**src/rtl/ars_pkg.sv**
```systemverilog
// Package for the autorange resistance selector: field widths, scale constants
// and register reset values. No dependencies.
package ars_pkg;

    localparam int RANGE_COUNT = 8;
    localparam int REG_COUNT   = 7;

    localparam int IDX_W  = 3;
    localparam int ADC_W  = 15;
    localparam int REF_W  = 26;
    localparam int RES_W  = 31;
    localparam int DIST_W = 14;

    localparam logic [RES_W-1:0]  RMAX_RES   = 31'd1584000000;
    localparam logic [ADC_W-1:0]  FULL_SCALE = 15'd32736;
    localparam logic [ADC_W-1:0]  HALF_SCALE = 15'd16368;
    localparam logic [DIST_W-1:0] KEEP_LIMIT = 14'd16000;
    localparam logic [DIST_W-1:0] DIST_MAX   = 14'd16383;

    // Reference indexes of the parallel range
    localparam logic [IDX_W-1:0] REG_R2 = 3'd5;
    localparam logic [IDX_W-1:0] REG_R1 = 3'd6;

    typedef logic [REF_W-1:0] t_ref_arr [REG_COUNT];

    localparam t_ref_arr REF_RESET = '{
        26'd32032000, 26'd5273600, 26'd750880, 26'd108640,
        26'd16000, 26'd3520, 26'd1608
    };

endpackage

```
**src/rtl/ars_if.sv**
```systemverilog
// Valid/ready channels of the autorange resistance selector: one for input items
// and one for result items. Depends on ars_pkg.
interface ars_in_if;
    logic                      valid;
    logic                      ready;
    logic [ars_pkg::IDX_W-1:0] range_index;
    logic [ars_pkg::ADC_W-1:0] supply_sum;
    logic [ars_pkg::ADC_W-1:0] second_ref_sum;
    logic [ars_pkg::ADC_W-1:0] probe_sum;

    modport source (output valid, range_index, supply_sum, second_ref_sum, probe_sum,
                    input ready);
    modport sink (input valid, range_index, supply_sum, second_ref_sum, probe_sum,
                  output ready);
endinterface

interface ars_out_if;
    logic                       valid;
    logic                       ready;
    logic [ars_pkg::RES_W-1:0]  best_resistance;
    logic [ars_pkg::IDX_W-1:0]  best_range;
    logic [ars_pkg::DIST_W-1:0] best_distance;
    logic                       over_range;

    modport source (output valid, best_resistance, best_range, best_distance, over_range,
                    input ready);
    modport sink (input valid, best_resistance, best_range, best_distance, over_range,
                  output ready);
endinterface

```
**src/rtl/autorange_resistance_select_core.sv**
```systemverilog
// Autorange resistance selector core: per-range resistance computation with one
// shared multiplier and a restoring divider, plus best-reading selection.
// Depends on ars_pkg and the channel interfaces in ars_if.sv.

// An item is accepted only while the block is idle. A single-reference range
// (0 to 6) keeps the block busy after acceptance, so the next item is taken only
// once the last is through: the shared 21x27 multiplier, one range check, 31
// steps of the restoring divider, which sets the latency and is skipped when the
// reading saturates, and an update of the kept reading. The parallel range (7)
// takes six multiplier passes for its numerator and denominator and one accumulate,
// the range check, the 31 divider steps, the update and a hand-over of the kept
// result to the output register that waits while that register still holds an
// earlier result that is not taken. The result register sits on the output, so the
// next sweep may start while a result waits. Configuration writes land in one cycle
// and must come while the block is idle.
module autorange_resistance_select_core (
    input  logic                        i_clk,
    input  logic                        i_rst_n,
    input  logic                        i_cfg_we,
    input  logic [ars_pkg::IDX_W-1:0]   i_cfg_idx,
    input  logic [ars_pkg::REF_W-1:0]   i_cfg_data,
    ars_in_if.sink                      i_item,
    ars_out_if.source                   o_result
);

    typedef enum logic [5:0] {
        ST_IDLE   = 6'b000001,
        ST_MUL    = 6'b000010,
        ST_CHECK  = 6'b000100,
        ST_DIV    = 6'b001000,
        ST_UPDATE = 6'b010000,
        ST_EMIT   = 6'b100000
    } t_state;

    localparam int MUL_A_W = 21;
    localparam int MUL_B_W = 27;
    localparam int PROD_W  = MUL_A_W + MUL_B_W;
    localparam int NUM_W   = 67;
    localparam int DEN_W   = 44;
    localparam int REM_W   = DEN_W - 1;
    localparam int QHI_W   = NUM_W - ars_pkg::RES_W;

    localparam logic [2:0] LAST_STEP_PAR = 3'd6;
    localparam logic [2:0] LAST_STEP_SGL = 3'd1;
    localparam logic [4:0] DIV_LAST      = 5'(ars_pkg::RES_W - 1);
    localparam logic [4:0] LAST_RANGE    = 5'(ars_pkg::RANGE_COUNT - 1);

    t_state r_state, n_state;

    logic [ars_pkg::REF_W-1:0] r_ref [ars_pkg::REG_COUNT];

    logic [ars_pkg::IDX_W-1:0]  r_idx;
    logic                       r_par;
    logic [ars_pkg::ADC_W-1:0]  r_ux, r_u1, r_u2;
    logic [ars_pkg::REF_W-1:0]  r_rref;
    logic [MUL_B_W-1:0]         r_rsum;
    logic [ars_pkg::DIST_W-1:0] r_dist;
    logic [2:0]                 r_step;
    logic [4:0]                 r_cnt;
    logic [PROD_W-1:0]          r_prod;
    logic [40:0]                r_tmp;
    logic [NUM_W-1:0]           r_num;
    logic signed [DEN_W-1:0]    r_den;
    logic [REM_W-1:0]           r_rem;
    logic [ars_pkg::RES_W-1:0]  r_q;

    logic [ars_pkg::RES_W-1:0]  r_kept_res;
    logic [ars_pkg::DIST_W-1:0] r_kept_dist;
    logic [ars_pkg::IDX_W-1:0]  r_kept_range;

    logic                       r_out_valid;
    logic [ars_pkg::RES_W-1:0]  r_out_res;
    logic [ars_pkg::IDX_W-1:0]  r_out_range;
    logic [ars_pkg::DIST_W-1:0] r_out_dist;
    logic                       r_out_over;

    // accept-side decode
    logic                      in_fire;
    logic                      in_last;
    logic                      in_used;
    logic [ars_pkg::ADC_W-1:0] u0_eff;
    logic [ars_pkg::ADC_W-1:0] diff;
    logic [ars_pkg::DIST_W-1:0] in_dist;

    // shared multiplier
    logic [MUL_A_W-1:0] mul_a;
    logic [MUL_B_W-1:0] mul_b;

    // divider
    logic [QHI_W-1:0]  num_hi;
    logic              den_pos;
    logic              quo_big;
    logic [REM_W:0]    div_t;
    logic [REM_W:0]    den_u;
    logic              div_ge;
    logic [REM_W:0]    div_sub;
    logic [ars_pkg::RES_W-1:0] res_sat;
    logic              out_free;
    logic              mul_done;

    assign i_item.ready = (r_state == ST_IDLE);
    assign in_fire      = i_item.valid && i_item.ready;
    assign in_last      = ({2'b00, i_item.range_index} == LAST_RANGE);
    assign in_used      = (32'(i_item.range_index) < ars_pkg::RANGE_COUNT)
                          && (in_last || (32'(i_item.range_index) < ars_pkg::REG_COUNT));
    assign u0_eff       = (i_item.range_index < 3'd2) ? ars_pkg::FULL_SCALE
                                                      : i_item.supply_sum;
    assign diff = (i_item.probe_sum >= ars_pkg::HALF_SCALE)
                  ? (i_item.probe_sum - ars_pkg::HALF_SCALE)
                  : (ars_pkg::HALF_SCALE - i_item.probe_sum);
    assign in_dist = (diff > 15'(ars_pkg::DIST_MAX)) ? ars_pkg::DIST_MAX
                                                     : diff[ars_pkg::DIST_W-1:0];

    always_comb begin
        mul_a = '0;
        mul_b = '0;
        if (r_par) begin
            case (r_step)
                3'd0: begin
                    mul_a = MUL_A_W'(r_ux);
                    mul_b = MUL_B_W'(r_ref[ars_pkg::REG_R1]);
                end
                3'd1: begin
                    mul_a = MUL_A_W'(r_u1);
                    mul_b = MUL_B_W'(r_ref[ars_pkg::REG_R2]);
                end
                3'd2: begin
                    mul_a = MUL_A_W'(r_u2);
                    mul_b = MUL_B_W'(r_ref[ars_pkg::REG_R1]);
                end
                3'd3: begin
                    mul_a = MUL_A_W'(r_ux);
                    mul_b = r_rsum;
                end
                3'd4: begin
                    mul_a = r_tmp[20:0];
                    mul_b = MUL_B_W'(r_ref[ars_pkg::REG_R2]);
                end
                3'd5: begin
                    mul_a = {1'b0, r_tmp[40:21]};
                    mul_b = MUL_B_W'(r_ref[ars_pkg::REG_R2]);
                end
                default: begin
                    mul_a = '0;
                    mul_b = '0;
                end
            endcase
        end else begin
            mul_a = MUL_A_W'(r_ux);
            mul_b = MUL_B_W'(r_rref);
        end
    end

    assign mul_done = r_par ? (r_step == LAST_STEP_PAR) : (r_step == LAST_STEP_SGL);

    assign num_hi  = r_num[NUM_W-1:ars_pkg::RES_W];
    assign den_pos = !r_den[DEN_W-1] && (r_den != '0);
    assign den_u   = {1'b0, r_den[REM_W-1:0]};
    assign quo_big = ({1'b0, (REM_W-QHI_W)'(0), num_hi} >= den_u);
    assign div_t   = {r_rem, r_num[ars_pkg::RES_W-1]};
    assign div_ge  = (div_t >= den_u);
    assign div_sub = div_t - den_u;
    assign res_sat = (r_q > ars_pkg::RMAX_RES) ? ars_pkg::RMAX_RES : r_q;
    assign out_free = !r_out_valid || o_result.ready;

    always_comb begin
        n_state = r_state;
        case (r_state)
            ST_IDLE:   if (in_fire && in_used) n_state = ST_MUL;
            ST_MUL:    if (mul_done) n_state = ST_CHECK;
            ST_CHECK:  n_state = (den_pos && !quo_big) ? ST_DIV : ST_UPDATE;
            ST_DIV:    if (r_cnt == DIV_LAST) n_state = ST_UPDATE;
            ST_UPDATE: n_state = r_par ? ST_EMIT : ST_IDLE;
            ST_EMIT:   if (out_free) n_state = ST_IDLE;
            default:   n_state = ST_IDLE;
        endcase
    end

    always_ff @(posedge i_clk) begin
        if (!i_rst_n) begin
            r_state <= ST_IDLE;
        end else begin
            r_state <= n_state;
        end
    end

    // configuration registers
    always_ff @(posedge i_clk) begin
        if (!i_rst_n) begin
            for (int i = 0; i < ars_pkg::REG_COUNT; i++) begin
                r_ref[i] <= ars_pkg::REF_RESET[i];
            end
        end else if (i_cfg_we && (32'(i_cfg_idx) < ars_pkg::REG_COUNT)) begin
            r_ref[i_cfg_idx] <= i_cfg_data;
        end
    end

    // datapath
    always_ff @(posedge i_clk) begin
        r_prod <= mul_a * mul_b;
        case (r_state)
            ST_IDLE: begin
                r_step <= '0;
                r_cnt  <= '0;
                if (in_fire) begin
                    r_idx  <= i_item.range_index;
                    r_par  <= in_last;
                    r_ux   <= i_item.probe_sum;
                    r_u1   <= i_item.supply_sum;
                    r_u2   <= i_item.second_ref_sum;
                    r_rref <= (32'(i_item.range_index) < ars_pkg::REG_COUNT)
                              ? r_ref[i_item.range_index] : '0;
                    r_rsum <= {1'b0, r_ref[ars_pkg::REG_R1]} + {1'b0, r_ref[ars_pkg::REG_R2]};
                    r_dist <= in_dist;
                    r_den  <= $signed({29'b0, u0_eff}) - $signed({29'b0, i_item.probe_sum});
                end
            end
            ST_MUL: begin
                r_step <= r_step + 3'd1;
                if (r_par) begin
                    case (r_step)
                        3'd1: r_tmp <= r_prod[40:0];
                        3'd2: r_den <= $signed({1'b0, r_prod[REM_W-1:0]});
                        3'd3: r_den <= r_den + $signed({1'b0, r_prod[REM_W-1:0]});
                        3'd4: r_den <= r_den - $signed({1'b0, r_prod[REM_W-1:0]});
                        3'd5: r_num <= NUM_W'(r_prod);
                        3'd6: r_num <= r_num + {r_prod[45:0], 21'b0};
                        default: r_tmp <= r_tmp;
                    endcase
                end else if (r_step == LAST_STEP_SGL) begin
                    r_num <= NUM_W'(r_prod);
                end
            end
            ST_CHECK: begin
                // saturate on a non-positive denominator or a quotient of 2^31 or more
                r_rem <= REM_W'(num_hi);
                r_q   <= ars_pkg::RMAX_RES;
            end
            ST_DIV: begin
                r_rem <= div_ge ? div_sub[REM_W-1:0] : div_t[REM_W-1:0];
                r_q   <= {r_q[ars_pkg::RES_W-2:0], div_ge};
                r_num <= {r_num[NUM_W-2:0], 1'b0};
                r_cnt <= r_cnt + 5'd1;
            end
            default: begin
                r_step <= r_step;
            end
        endcase
    end

    // kept reading of the sweep
    always_ff @(posedge i_clk) begin
        if (!i_rst_n) begin
            r_kept_res   <= ars_pkg::RMAX_RES;
            r_kept_dist  <= ars_pkg::KEEP_LIMIT;
            r_kept_range <= '0;
        end else if (in_fire && in_used && (i_item.range_index == '0)) begin
            r_kept_res   <= ars_pkg::RMAX_RES;
            r_kept_dist  <= ars_pkg::KEEP_LIMIT;
            r_kept_range <= '0;
        end else if ((r_state == ST_UPDATE) && (r_dist <= r_kept_dist)) begin
            // a later equal distance wins
            r_kept_res   <= res_sat;
            r_kept_dist  <= r_dist;
            r_kept_range <= r_idx;
        end else if ((r_state == ST_EMIT) && out_free) begin
            r_kept_res   <= ars_pkg::RMAX_RES;
            r_kept_dist  <= ars_pkg::KEEP_LIMIT;
            r_kept_range <= '0;
        end
    end

    // output register
    always_ff @(posedge i_clk) begin
        if (!i_rst_n) begin
            r_out_valid <= 1'b0;
        end else if ((r_state == ST_EMIT) && out_free) begin
            r_out_valid <= 1'b1;
        end else if (o_result.ready) begin
            r_out_valid <= 1'b0;
        end
    end

    always_ff @(posedge i_clk) begin
        if ((r_state == ST_EMIT) && out_free) begin
            r_out_res   <= r_kept_res;
            r_out_range <= r_kept_range;
            r_out_dist  <= r_kept_dist;
            r_out_over  <= (r_kept_res == ars_pkg::RMAX_RES);
        end
    end

    assign o_result.valid           = r_out_valid;
    assign o_result.best_resistance = r_out_res;
    assign o_result.best_range      = r_out_range;
    assign o_result.best_distance   = r_out_dist;
    assign o_result.over_range      = r_out_over;

`ifndef SYNTH
    a_div_den_pos: assert property (@(posedge i_clk) disable iff (!i_rst_n)
        (r_state == ST_DIV) |-> (!r_den[DEN_W-1] && (r_den != '0)))
        else $error("divider running on a non-positive denominator");

    a_div_rem_bound: assert property (@(posedge i_clk) disable iff (!i_rst_n)
        (r_state == ST_DIV) |-> ({1'b0, r_rem} < den_u))
        else $error("partial remainder not below denominator");

    a_kept_dist: assert property (@(posedge i_clk) disable iff (!i_rst_n)
        r_kept_dist <= ars_pkg::KEEP_LIMIT)
        else $error("kept distance above keep limit");

    a_kept_res: assert property (@(posedge i_clk) disable iff (!i_rst_n)
        r_kept_res <= ars_pkg::RMAX_RES)
        else $error("kept resistance above saturation value");

    a_out_src: assert property (@(posedge i_clk) disable iff (!i_rst_n)
        $rose(r_out_valid) |-> $past(r_state == ST_EMIT))
        else $error("result item raised outside the emit step");
`endif

endmodule
```
**src/flat_wrapper.sv**
```systemverilog
// flat-port wrapper written by rule: the top's interface ports become plain ports
module autorange_resistance_select_core_flat 
  (i_clk, i_rst_n, i_cfg_we, i_cfg_idx, i_cfg_data, i_item_valid, i_item_range_index, i_item_supply_sum, i_item_second_ref_sum, i_item_probe_sum, i_item_ready, o_result_valid, o_result_best_resistance, o_result_best_range, o_result_best_distance, o_result_over_range, o_result_ready);
  ars_in_if i_item_i ();
  ars_out_if o_result_i ();
  input  logic i_clk;
  input  logic i_rst_n;
  input  logic i_cfg_we;
  input  logic [ars_pkg::IDX_W-1:0] i_cfg_idx;
  input  logic [ars_pkg::REF_W-1:0] i_cfg_data;
  input wire logic [$bits(i_item_i.valid)-1:0] i_item_valid;
  input wire logic [$bits(i_item_i.range_index)-1:0] i_item_range_index;
  input wire logic [$bits(i_item_i.supply_sum)-1:0] i_item_supply_sum;
  input wire logic [$bits(i_item_i.second_ref_sum)-1:0] i_item_second_ref_sum;
  input wire logic [$bits(i_item_i.probe_sum)-1:0] i_item_probe_sum;
  output wire logic [$bits(i_item_i.ready)-1:0] i_item_ready;
  output wire logic [$bits(o_result_i.valid)-1:0] o_result_valid;
  output wire logic [$bits(o_result_i.best_resistance)-1:0] o_result_best_resistance;
  output wire logic [$bits(o_result_i.best_range)-1:0] o_result_best_range;
  output wire logic [$bits(o_result_i.best_distance)-1:0] o_result_best_distance;
  output wire logic [$bits(o_result_i.over_range)-1:0] o_result_over_range;
  input wire logic [$bits(o_result_i.ready)-1:0] o_result_ready;
  assign i_item_i.valid = i_item_valid;
  assign i_item_i.range_index = i_item_range_index;
  assign i_item_i.supply_sum = i_item_supply_sum;
  assign i_item_i.second_ref_sum = i_item_second_ref_sum;
  assign i_item_i.probe_sum = i_item_probe_sum;
  assign i_item_ready = i_item_i.ready;
  assign o_result_valid = o_result_i.valid;
  assign o_result_best_resistance = o_result_i.best_resistance;
  assign o_result_best_range = o_result_i.best_range;
  assign o_result_best_distance = o_result_i.best_distance;
  assign o_result_over_range = o_result_i.over_range;
  assign o_result_i.ready = o_result_ready;
  autorange_resistance_select_core u_core (.i_clk(i_clk), .i_rst_n(i_rst_n), .i_cfg_we(i_cfg_we), .i_cfg_idx(i_cfg_idx), .i_cfg_data(i_cfg_data), .i_item(i_item_i), .o_result(o_result_i));
endmodule
```
**config.mk**
```make
export PLATFORM = sky130hd
export DESIGN_NAME = autorange_resistance_select_core_flat
export DESIGN_NICKNAME = d
export VERILOG_FILES = /design/src/rtl/ars_pkg.sv /design/src/rtl/ars_if.sv /design/src/rtl/autorange_resistance_select_core.sv /design/src/flat_wrapper.sv
export SDC_FILE = /design/constraint.sdc
export NUM_CORES = 2
export LEC_CHECK = 0
export BUFFER_PORTS_ARGS = -buffer_cell sky130_fd_sc_hd__buf_2
export CAP_MARGIN = 20
export CORE_MARGIN = 10
export CORE_UTILIZATION = 40
export DETAILED_ROUTE_END_ITERATION = 6
export PLACE_DENSITY = 0.62
export SKIP_CTS_REPAIR_TIMING = 1
export SYNTH_ARGS = -nofsm -noshare
export SYNTH_HDL_FRONTEND = slang
export SYNTH_SLANG_ARGS = --single-unit
```
**constraint.sdc**
```tcl
create_clock -name i_clk -period 18.3 [get_ports i_clk]
set_clock_uncertainty 0.1 [all_clocks]
set_input_delay 2.745 -clock i_clk [delete_from_list [all_inputs] [get_ports i_clk]]
set_output_delay 2.745 -clock i_clk [all_outputs]
set_load 0.05 [all_outputs]
```
== Word level (Yosys, flattened, before mapping) ==
Memories as Yosys holds them, arrays and structs flattened. A register that Yosys moved wholly into a read port is not among the register bits.
Index checks and enable logic that the tools add are counted.

* Logic and storage cells: 146
* Memories: 1
* Bits of input ports: 82
* Output and inout port bits: 51
* Flip-flop bits (word level): 476
* RAM bits: 182

{| class="wikitable"
|+ Memories
! memory !! words !! width !! read ports !! clocked after memory_dff !! wr ports !! RTL line !! source
|-
| u_core.r_ref || 7 || 26 || 3 || 1 || 7 || autorange_resistance_select_core.sv:50 || <nowiki>logic [ars_pkg::REF_W-1:0] r_ref [ars_pkg::REG_COUNT];</nowiki>
|}

* Order comparisons: 9
* Mux-type cells: 43
* Reduce and logical (&&, ||, !) cells: 33
* Bitwise logic cells: 1
* Multipliers: 1
* Equality and inequality tests: 24
* Add/subtract/negate cells: 10

{| class="wikitable"
|+ Operators by type and width
! operator !! count
|-
| $pmux W67 S2 || 2
|-
| $mux W67 || 2
|-
| $pmux W44 S3 || 1
|-
| $pmux W21 S5 || 1
|-
| $mux W31 || 3
|-
| $mux W44 || 2
|-
| $pmux W44 S2 || 1
|-
| $pmux W43 S2 || 1
|-
| $pmux W27 S3 || 1
|-
| $add A67 B67 Y67 || 1
|-
| $pmux W31 S2 || 1
|-
| $mul A21 B27 Y48 || 1
|-
| $add A44 B44 Y44 || 1
|-
| $ge A44 B43 Y1 || 1
|-
| $reduce_bool A44 Y1 || 1
|-
| $sub A44 B44 Y44 || 1
|-
| $ge A36 B43 Y1 || 1
|-
| $mux W43 || 1
|-
| $sub A43 B43 Y43 || 1
|-
| $pmux W6 S6 || 1
|-
| $eq A31 B31 Y1 const B || 1
|-
| $gt A31 B31 Y1 const B || 1
|-
| $mux W15 || 2
|-
| $mux W6 || 5
|-
| 46 further kinds || 87
|}

== Logic depth before layout (Yosys ltp) ==
* Word-level depth: 7
* Gate-level depth with buffers: 36
* Depth with buffers taken out: 33

== Worst setup path before layout ==
No wires, ideal clock.

* Kind: reg2reg
* Start point: reg u_core.r_step[2]
* End point: reg u_core.r_prod[44]
* Cell stages (with the launch flop): 33
* Buffers on the path: 4
* Required time: 18.077 ns
* Setup time: 0.123 ns
* Setup slack: 9.657 ns
* Period minus slack after synthesis: 8.643 ns
* Arrival time: 8.419 ns
* Cell sequence: edfxtp_1 > clkbuf_1 > clkbuf_1 > inv_1 > ha_1 > clkbuf_1 > buf_1 > a222oi_1 > nor2_1 > a21oi_1 > nor2_1 > fa_1 > inv_1 > fa_1 > fa_1 > inv_1 > fa_1 > fa_1 > fa_1 > inv_1 > fa_1 > inv_1 > ha_1 > a21o_1 > a21o_1 > a21o_1 > a211oi_1 > o21ai_0 > a21o_1 > a21o_1 > a221oi_1 > a21oi_1 > xor2_1

* Word-level cells in the longest chain between the ends: 5
* Elaborated cells between the ends (all ways): 14
* Classes of those cells: mul: 1; eq/ne: 5; mux: 4; reduce/logical: 4

{| class="wikitable"
|+ RTL lines
! item !! RTL line !! source
|-
| start: declaration || autorange_resistance_select_core.sv:58 || <nowiki>logic [2:0] r_step;</nowiki>
|-
| start signal: assignment || autorange_resistance_select_core.sv:219 || <nowiki>r_step <= r_step + 3'd1;</nowiki>
|-
| start signal: assignment || autorange_resistance_select_core.sv:246 || <nowiki>r_step <= r_step;</nowiki>
|-
| $eq A3 B2 Y1, or another cell as far along || autorange_resistance_select_core.sv:118 || <nowiki>case (r_step)</nowiki>
|-
| $reduce_or A2 Y1 (no line) or $reduce_or A3 Y1 (tied branches) || -- ||
|-
| $pmux W21 S5 or $pmux W27 S3 (tied branches) || autorange_resistance_select_core.sv:118 ||
|-
| $mux W21 or $mux W27 (tied branches) || autorange_resistance_select_core.sv:117 || <nowiki>if (r_par) begin</nowiki>
|-
| $mul A21 B27 Y48 * || autorange_resistance_select_core.sv:200 || <nowiki>r_prod <= mul_a * mul_b;</nowiki>
|-
| end signal: assignment || autorange_resistance_select_core.sv:200 ||
|-
| end: declaration || autorange_resistance_select_core.sv:60 || <nowiki>logic [PROD_W-1:0] r_prod;</nowiki>
|}

Mark *: on every way between the ends. The rest lies on a longest branch, timed or not.
A chain may end at the register's enable or synchronous reset.

== Final worst setup path ==
* Start point: reg u_core.r_step[2]
* End point: reg u_core.r_prod[47]

Same word-level chain as after synthesis.

==> summary.md <==
| Metric | Value |
|---|---|
| Run status | `finished, final reports clean` |
| Path type of the worst min-delay path | `flop to flop` |
| Standard-cell row count | `138` |
| Total of endpoints with negative setup slack in the final report | `0` |
| Num Clock Sinks | `684` |
| I/O Buffers | `132` |
| Transition time at the pin with the least slew margin | `1.201 ns` |
| Skew-Pair Late Insertion Delay | `0.71 ns` |
| Worst setup path class | `flop to flop` |
| Wire length of the first global-routing pass | `280300 µm` |
| Post-Syn Nets | `6844` |
| Endpoint kind of the worst setup timing path | `flop` |
| Startpoint type of the worst setup path | `flop` |
| Cell mode on critical path | `inv_1` |
| Nets | `6873` |
| Footprint of the flip-flops and latches | `19250 µm²` |
| DP Worst Slack | `8.663 ns` |
| Synth Area per Inst | `9.672 µm²` |
| Total global routing overflow | `0` |
| Clk Tree Root Cell | `clkbuf_16` |
| Core area | `141600 µm²` |
| Max Cap Violations | `0` |
| Number of failing hold endpoints at the final stage | `0` |
| Final hold slack | `0.3229 ns` |
| Post-Syn Instances | `5895` |
| Post-detailed-routing wire length | `186900 µm` |
| Routed length per placed instance | `23.72 µm` |
| Final period util | `53.89%` |
| Via count of the first global-routing pass | `45000` |
| Filler cell count in the final layout | `13620` |
| Clock tree from TritonCTS | `done` |
| Starting density of the core | `40.27%` |
| Largest net degree at the start of global routing | `89` |
| Final min period | `9.861 ns` |
| Clock-pin slew reported for the worst setup and hold paths after clock tree synthesis | `0.06 ns` |
| Number of antenna violations at the first check in global routing | `4` |
| Number of flops mapped to enable cells by yosys | `555` |
| Share of synthesized flip-flops with an asynchronous set or reset | `0%` |
| Warnings, synthesis | `0` |
| Critical path required time | `18.81 ns` |
| Share of post-route cells with drive strength above 1 | `7.848%` |
| Iteration count of the initial detailed-routing pass | `7` |
| Maximum buffer depth of the clock tree | `3` |
| Highest-count cells in the layout ignoring fill and taps | `nand2_1, inv_1, edfxtp_1` |
| Endpoint arrival time on the critical path | `10.37 ns` |
| Number of nets with antenna violations after routing | `0` |
| Overall die area | `158000 µm²` |
| Peak clock frequency supported by timing | `101.4 MHz` |
| Number of clock buffers inserted by TritonCTS | `77` |
| RSZ-0062 raised after global routing | `no` |
| Sequential-to-total area share from yosys stat | `33.76%` |
| Die X-Extent | `397.6 µm` |
| Synthesis-stage register bit count | `684` |
| GRT Resource Usage Total | `23.18%` |
| Slowest-stage cell, CP | `edfxtp_1` |
| Placed wire-length estimate | `142100 µm` |
| Area occupied by multi-input gates | `34210 µm²` |
| Vias | `44600` |
| Most used flip-flop cell after synthesis | `edfxtp_1` |
| Setup TNS Final | `0 ns` |
| Total DRC errors in the routed layout | `0` |
| Relative slew slack | `19.90%` |
| Most common cell after layout, fill and taps aside | `nand2_1` |
| Unique masters post-synth | `94` |
| H-tree depth | `3` |
| Die outline height | `397.6 µm` |
| Area growth from synthesis to layout | `9.348%` |
| Minimum setup slack in the final design | `8.439 ns` |
| Area after DPL | `59730 µm²` |
| Initial DRC Count | `4206` |
| Vias per std cell | `5.659` |
| I/O pin count | `133` |
| Fin area | `62350 µm²` |
| Global placer's final weighted congestion | `0.9596` |
| Worst-path maximum fanout | `29` |
| Post-Syn Area | `57020 µm²` |
| Total count of max-transition violations in the final report | `0` |
| Worst stage delay on the critical path | `0.69 ns` |
-- cells by family after synthesis --
logic type	synth area share [%]
xor gates and xnor gates	3.748
AOI/OAI and AO/OA	13.28
DFF	33.76
adders and majority gates	25.31
and+or+nand+nor	14.26
muxes	3.193
buffers and inverters	6.447
-- cell type report --
cell class	count	area share, %
Clock inverter	44	0.7525
Sequential cell	684	30.87
Inverter	716	4.319
Antenna cell	1	0.004014
Tap cell	1890	3.793
Timing Repair Buffer	209	2.013
Clock buffer	100	3.377
Multi-Input combinational cell	4236	54.87
-- Yosys cell counts, types with 33 or more instances --
| cell | n | share of area (%) |
|---|---|---|
| a211oi_1 | 35 | 0.46 |
| a21o_1 | 190 | 2.5 |
| a21oi_1 | 312 | 2.7 |
| a22oi_1 | 34 | 0.45 |
| and2_1 | 79 | 0.87 |
| and3_1 | 39 | 0.43 |
| clkbuf_1 | 233 | 1.5 |
| dfxtp_1 | 129 | 4.5 |
| edfxtp_1 | 555 | 29 |
| fa_1 | 477 | 17 |
| ha_1 | 390 | 8.6 |
| inv_1 | 714 | 4.7 |
| mux2_2 | 33 | 0.65 |
| mux2i_1 | 84 | 1.5 |
| nand2_1 | 754 | 5.0 |
| nand2b_1 | 44 | 0.48 |
| nand3_1 | 110 | 0.97 |
| nand4_1 | 42 | 0.46 |
| nor2_1 | 528 | 3.5 |
| nor2b_1 | 47 | 0.52 |
| nor3_1 | 50 | 0.44 |
| o211ai_1 | 39 | 0.51 |
| o21ai_0 | 245 | 2.2 |
| xnor2_1 | 157 | 2.4 |
| xor2_1 | 87 | 1.3 |
-- per-layer routing --
layer,part of all wire [%],up-vias,global-route usage [%]
met5,0.048,-,0
met4,5.4,6,10.92
met3,7.6,453,3.748
met2,47,1911,38.86
met1,40,22020,29.10
li1,-,20210,-
-- sequential cells by signal (all words and copies together) (netlist names), 6 cells and up --
register / cells
u_core.r_state: 6
u_core.r_q: 31
u_core.r_prod: 48
u_core.r_ux: 15
u_core.r_kept_res: 31
u_core.r_u1: 15
u_core.r_dist: 14
u_core.r_rsum: 27
u_core.r_u2: 15
u_core.o_result.best_distance: 14
u_core.o_result.best_resistance: 31
u_core.r_kept_dist: 14
u_core.r_ref: 182
u_core.r_rref: 26
u_core.r_rem: 43
u_core.r_den: 44
u_core.r_num: 67
u_core.r_tmp: 41
-- worst paths after layout --
path | from | slack, ns | end | cells past startpoint
worst max-delay path | u_core.r_step[2] | 8.44 | u_core.r_prod[47] | 33
worst min-delay path | u_core.r_kept_dist[4] | 0.32 | u_core.o_result.best_distance[4] | 0
worst max register to register | u_core.r_step[2] | 8.44 | u_core.r_prod[47] | 33
worst min register to register | u_core.r_kept_dist[4] | 0.32 | u_core.o_result.best_distance[4] | 0
-- critical path, delay by kind of cell, from the launching register on --
family | cells | cell delay [ns]
fa+ha+maj | 9 | 4.18
buf+inv | 10 | 1.38
simple gates | 3 | 0.94
flops | 1 | 0.69
xor+xnor | 1 | 0.15
compound gates | 10 | 2.24
-- stage by stage --
step,instances,util [%]
CTS,7875,44.00
finish,7880,44.04
detailed placement,7731,42.18
floorplan,5895,-
global placement,7731,42.18
global route,7879,44.03
Power is not shown: default switching activity piles up to over one toggle a cycle in this logic, so the estimate is an artifact.
